[config.mk]
export PLATFORM = sky130hd
export DESIGN_NAME = bpa_ram
export DESIGN_NICKNAME = d
export VERILOG_FILES = /design/src/rtl/buddy_page_allocator_macros.svh /design/src/rtl/bpa_ram.sv
export SDC_FILE = /design/constraint.sdc
export NUM_CORES = 1
export LEC_CHECK = 0
export ABC_AREA = 1
export BUFFER_PORTS_ARGS = -buffer_cell sky130_fd_sc_hd__buf_2
export CAP_MARGIN = 20
export CORE_ASPECT_RATIO = 0.9
export CORE_UTILIZATION = 60
export CTS_CLUSTER_SIZE = 25
export DETAILED_ROUTE_END_ITERATION = 10
export GPL_ROUTABILITY_DRIVEN = 1
export PLACE_DENSITY = 0.78
export SLEW_MARGIN = 20
export SYNTH_ARGS = -nofsm -noshare
export SYNTH_HDL_FRONTEND = slang
export SYNTH_SLANG_ARGS = --single-unit
[constraint.sdc]
create_clock -name i_clk -period 1.3 [get_ports i_clk]
set_input_delay 0.065 -clock i_clk [delete_from_list [all_inputs] [get_ports i_clk]]
set_output_delay 0.065 -clock i_clk [all_outputs]
set_load 0.03 [all_outputs]
[src/rtl/buddy_page_allocator_macros.svh]
// ----------------------------------------------------------------------------
// buddy page allocator assertion macros
// concurrent assertion wrappers, empty under synthesis
// ----------------------------------------------------------------------------
`ifndef BUDDY_PAGE_ALLOCATOR_MACROS_SVH
`define BUDDY_PAGE_ALLOCATOR_MACROS_SVH
`ifndef SYNTHESIS
// same-cycle implication
`define BPA_ASSERT_IMP(lbl, ante, cons) \
    lbl: assert property (@(posedge i_clk) disable iff (!i_rst_n) (ante) |-> (cons)) \
        else $error("bpa check failed");
// next-cycle implication
`define BPA_ASSERT_NXT(lbl, ante, cons) \
    lbl: assert property (@(posedge i_clk) disable iff (!i_rst_n) (ante) |=> (cons)) \
        else $error("bpa check failed");
`else
`define BPA_ASSERT_IMP(lbl, ante, cons)
`define BPA_ASSERT_NXT(lbl, ante, cons)
`endif
`endif

[src/rtl/bpa_ram.sv]
// ----------------------------------------------------------------------------
// bpa_ram
// generic simple dual-port ram, one write port, one registered read port
// ----------------------------------------------------------------------------
`timescale 1ns / 1ps
`default_nettype none
module bpa_ram #(
    parameter int WIDTH = 8,
    parameter int DEPTH = 16
) (
    input  wire                       i_clk,
    input  wire                       i_we,
    input  wire [$clog2(DEPTH)-1:0]   i_waddr,
    input  wire [WIDTH-1:0]           i_wdata,
    input  wire                       i_re,
    input  wire [$clog2(DEPTH)-1:0]   i_raddr,
    output logic [WIDTH-1:0]          o_rdata
);

    logic [WIDTH-1:0] r_mem [DEPTH];

    always_ff @(posedge i_clk) begin
        if (i_we) begin
            r_mem[i_waddr] <= i_wdata;
        end
        if (i_re) begin
            o_rdata <= r_mem[i_raddr];
        end
    end

endmodule
`default_nettype wire

==> impl_metrics.tcl <==
set metrics [dict create \
    fin_nets 625 \
    r2r-start "r_mem[7][0]$_DFFE_PP_" \
    clk_latency_ns 0.53 \
    holdPathEnd "o_rdata[7]$_DFFE_PP_" \
    dp.final_hpwl_um 7882 \
    cts_sinks 136 \
    p_per_area_nw_per_um2 1514 \
    power_switching_mw 2.167 \
    grt_pass1_vias 3718 \
    grt_pass1_wl_um 19980 \
    grtUsageTotal_pct 28.11 \
    start_util_pct 62.94 \
    fin_crit_sh_pct 91.87 \
    cts-root-buf "clkbuf_8" \
    finalSetupTns_ns 0 \
    ff2ff_setup_slack_ns 0.16 \
    p_leak_nw 2.994 \
    clk_path_buf_depth 2 \
    dpl.cell_count 699 \
    crit_path_cell_trace "buf_2" \
    grt-ovfl-total 0 \
    worstReg2RegEnd "o_rdata[0]$_DFFE_PP_" \
    detail_route.vias_per_cell 5.511 \
    initialDrtViolationCount 448 \
    synth_xor_area_share_pct 0 \
    fin_ws_ns 0.1057 \
    tritoncts "done" \
    finClkSkew_ns 0.007292 \
    yosysWarnings 0 \
    worstRegToRegCells 6 \
    cp_data_arrival_time_ns 1.13 \
    worst_setup_path_end_kind "output pin" \
    cap_violations 0 \
    synth.area.mux_share_pct 0 \
    grt_max_degree 54 \
    p_comb_share_pct 6.5 \
    htree_levels 4 \
    synth_fp_nets 570 \
    synth_top_family_by_area "simple AND/OR/NAND/NOR gates" \
    top_level_ports 27 \
    rows 33 \
    finalPower_mw 10.39 \
    status "finished clean" \
    antenna_cells 0 \
    syn-cell-area_sq_um 5847 \
    path_clk_slew_ns 0.06 \
    dpl_cell_area_sq_um 6181 \
    ant_nets 0 \
    p_int_mw 8.220 \
    core_area_sq_um 9290 \
    place_congestion 0.8934 \
    slew_viol_final 0 \
    slowest_delay_ns 0.41 \
    antenna_found_initial 0 \
    vias 4078 \
    hold_depth 4 \
    power_frac_seq_pct 47.9 \
    p_sw_share_pct 20.86 \
    cp-start-kind "flip-flop" \
    fmax_ghz 0.8373 \
    yosys.area_share.simple_pct 20.76 \
    min_path_type "input port to flip-flop" \
    die_area_sq_um 10140 \
    fin_cells 740 \
    drive_above_1_share_pct 12.62 \
    ir_worst_vdd_v 0.001306 \
    rsz0062_at_grt "no" \
    cts_buffers 17 \
    firstDrtPassIters 5 \
    synthAdderAreaFrac_pct 0 \
    final-setup-viol-count 0 \
    wl_per_cell_um 17.71 \
    synth_compound_area_share_pct 0 \
    worst-path-buf-inv 1 \
    fin_util_pct 73.86 \
    fin_area_sq_um 6862 \
    p_clk_share_pct 45.6 \
    hold_viol_final 0 \
    dp_slack_ns 0.06049 \
    die_h_um 95.65 \
    fillers 619 \
    die_w_um 106.1 \
    crit_path_max_fanout 1 \
    hold_slack_ns 0.1002 \
    synth-seq-area-share_pct 69.85 \
    slew_headroom_pct 60.85 \
    min_from "i_raddr[2]" \
    worst_path_max_delay_cell "edfxtp_1" \
    netlist_instances 551 \
    layout_min_cycle_time_ns 1.194 \
    tightest_slew_ns 0.5864 \
    routed_wl_um 13110 \
    port_buffers 26 \
    drc 0 \
    critical_path_class "flip-flop to output pin" \
    post_cts_resized 0 \
    synth.avg_cell_area_sq_um 10.61 \
    ys_ff_latch 136 \
    ys_types 11 \
    areaGrowthSynthToFinish_pct 17.35 \
    cp_data_required_time_ns 1.24 \
    crit_family "flip-flops" \
]
registers in the layout (all words and copies together) (netlist names):
register and cells:
o_rdata 8, r_mem 128
cell families after synthesis:
logic type	count (synthesis)
buf+inv	126
flops	136
simple gates	289
repair_timing:
action,in CTS,in global routing
endpoints found under the setup margin,0,0
hold buffers,10,0
endpoints found under the hold margin,142,0
setup buffers,0,0
Yosys cell counts:
master,count,area (sq um)
buf_1,1,3.750
buf_4,4,30.03
inv_1,100,375.4
nor2_1,17,63.81
nand2_1,173,649.4
nand3_1,97,485.5
inv_2,2,7.510
buf_6,6,67.56
buf_2,13,65.06
nand3b_1,2,15.01
edfxtp_1,136,4084
power by group through the flow:
| stage | Sequential (mW) | Clock, mW | Combinational [mW] |
|---|---|---|---|
| global placement | 5.06 | 0 | 0.625 |
| floorplan | 5.10 | 0 | 0.346 |
| finish | 4.97 | 4.74 | 0.676 |
| global route | 4.98 | 4.94 | 0.729 |
| detailed placement | 5.06 | 0 | 0.635 |
| CTS | 4.97 | 4.74 | 0.666 |
worst max-delay path by stage:
stage               depth (start not counted)  slack [ns]                      to                   from
floorplan                                   2        0.28  r_mem[10][0]$_DFFE_PP_             i_waddr[2]
global placement                            8        0.08    o_rdata[0]$_DFFE_PP_             i_raddr[0]
detailed placement                          8        0.06    o_rdata[5]$_DFFE_PP_             i_raddr[0]
CTS                                         1         0.1              o_rdata[3]   o_rdata[3]$_DFFE_PP_
global route                                6        0.08    o_rdata[5]$_DFFE_PP_  r_mem[8][5]$_DFFE_PP_
finish                                      1        0.11              o_rdata[2]   o_rdata[2]$_DFFE_PP_
cells in the final DEF (no fill, tap or decap), drive strengths merged, types with 2 or more instances in the layout:
master and count:
nand2 173, edfxtp 136, inv 102, nand3 97
buf 50, clkbuf 20, nor2 17, dlygate4sd3 10
clkinv 6, bufinv 4, nand3b 2
metal layers:
metal	part of all wire, %	vias up	global-route usage [%]
met5	0	-	0
met4	2.6	0	11.69
met3	12	32	7.450
met2	45	306	42.65
met1	40	1850	39.02
li1	-	1890	-
cell type report:
class                      count  area, sq um  area share [%]
clock inverter                11        155.1           2.261
multi-input combinational    289         1214           17.69
clock buffer                  20        425.4           6.200
tap                          122        152.6           2.225
sequential                   136         4084           59.52
inverter                     102        382.9           5.580
timing repair buffer          60        447.9           6.528
Power figures use the tool's default switching activity.
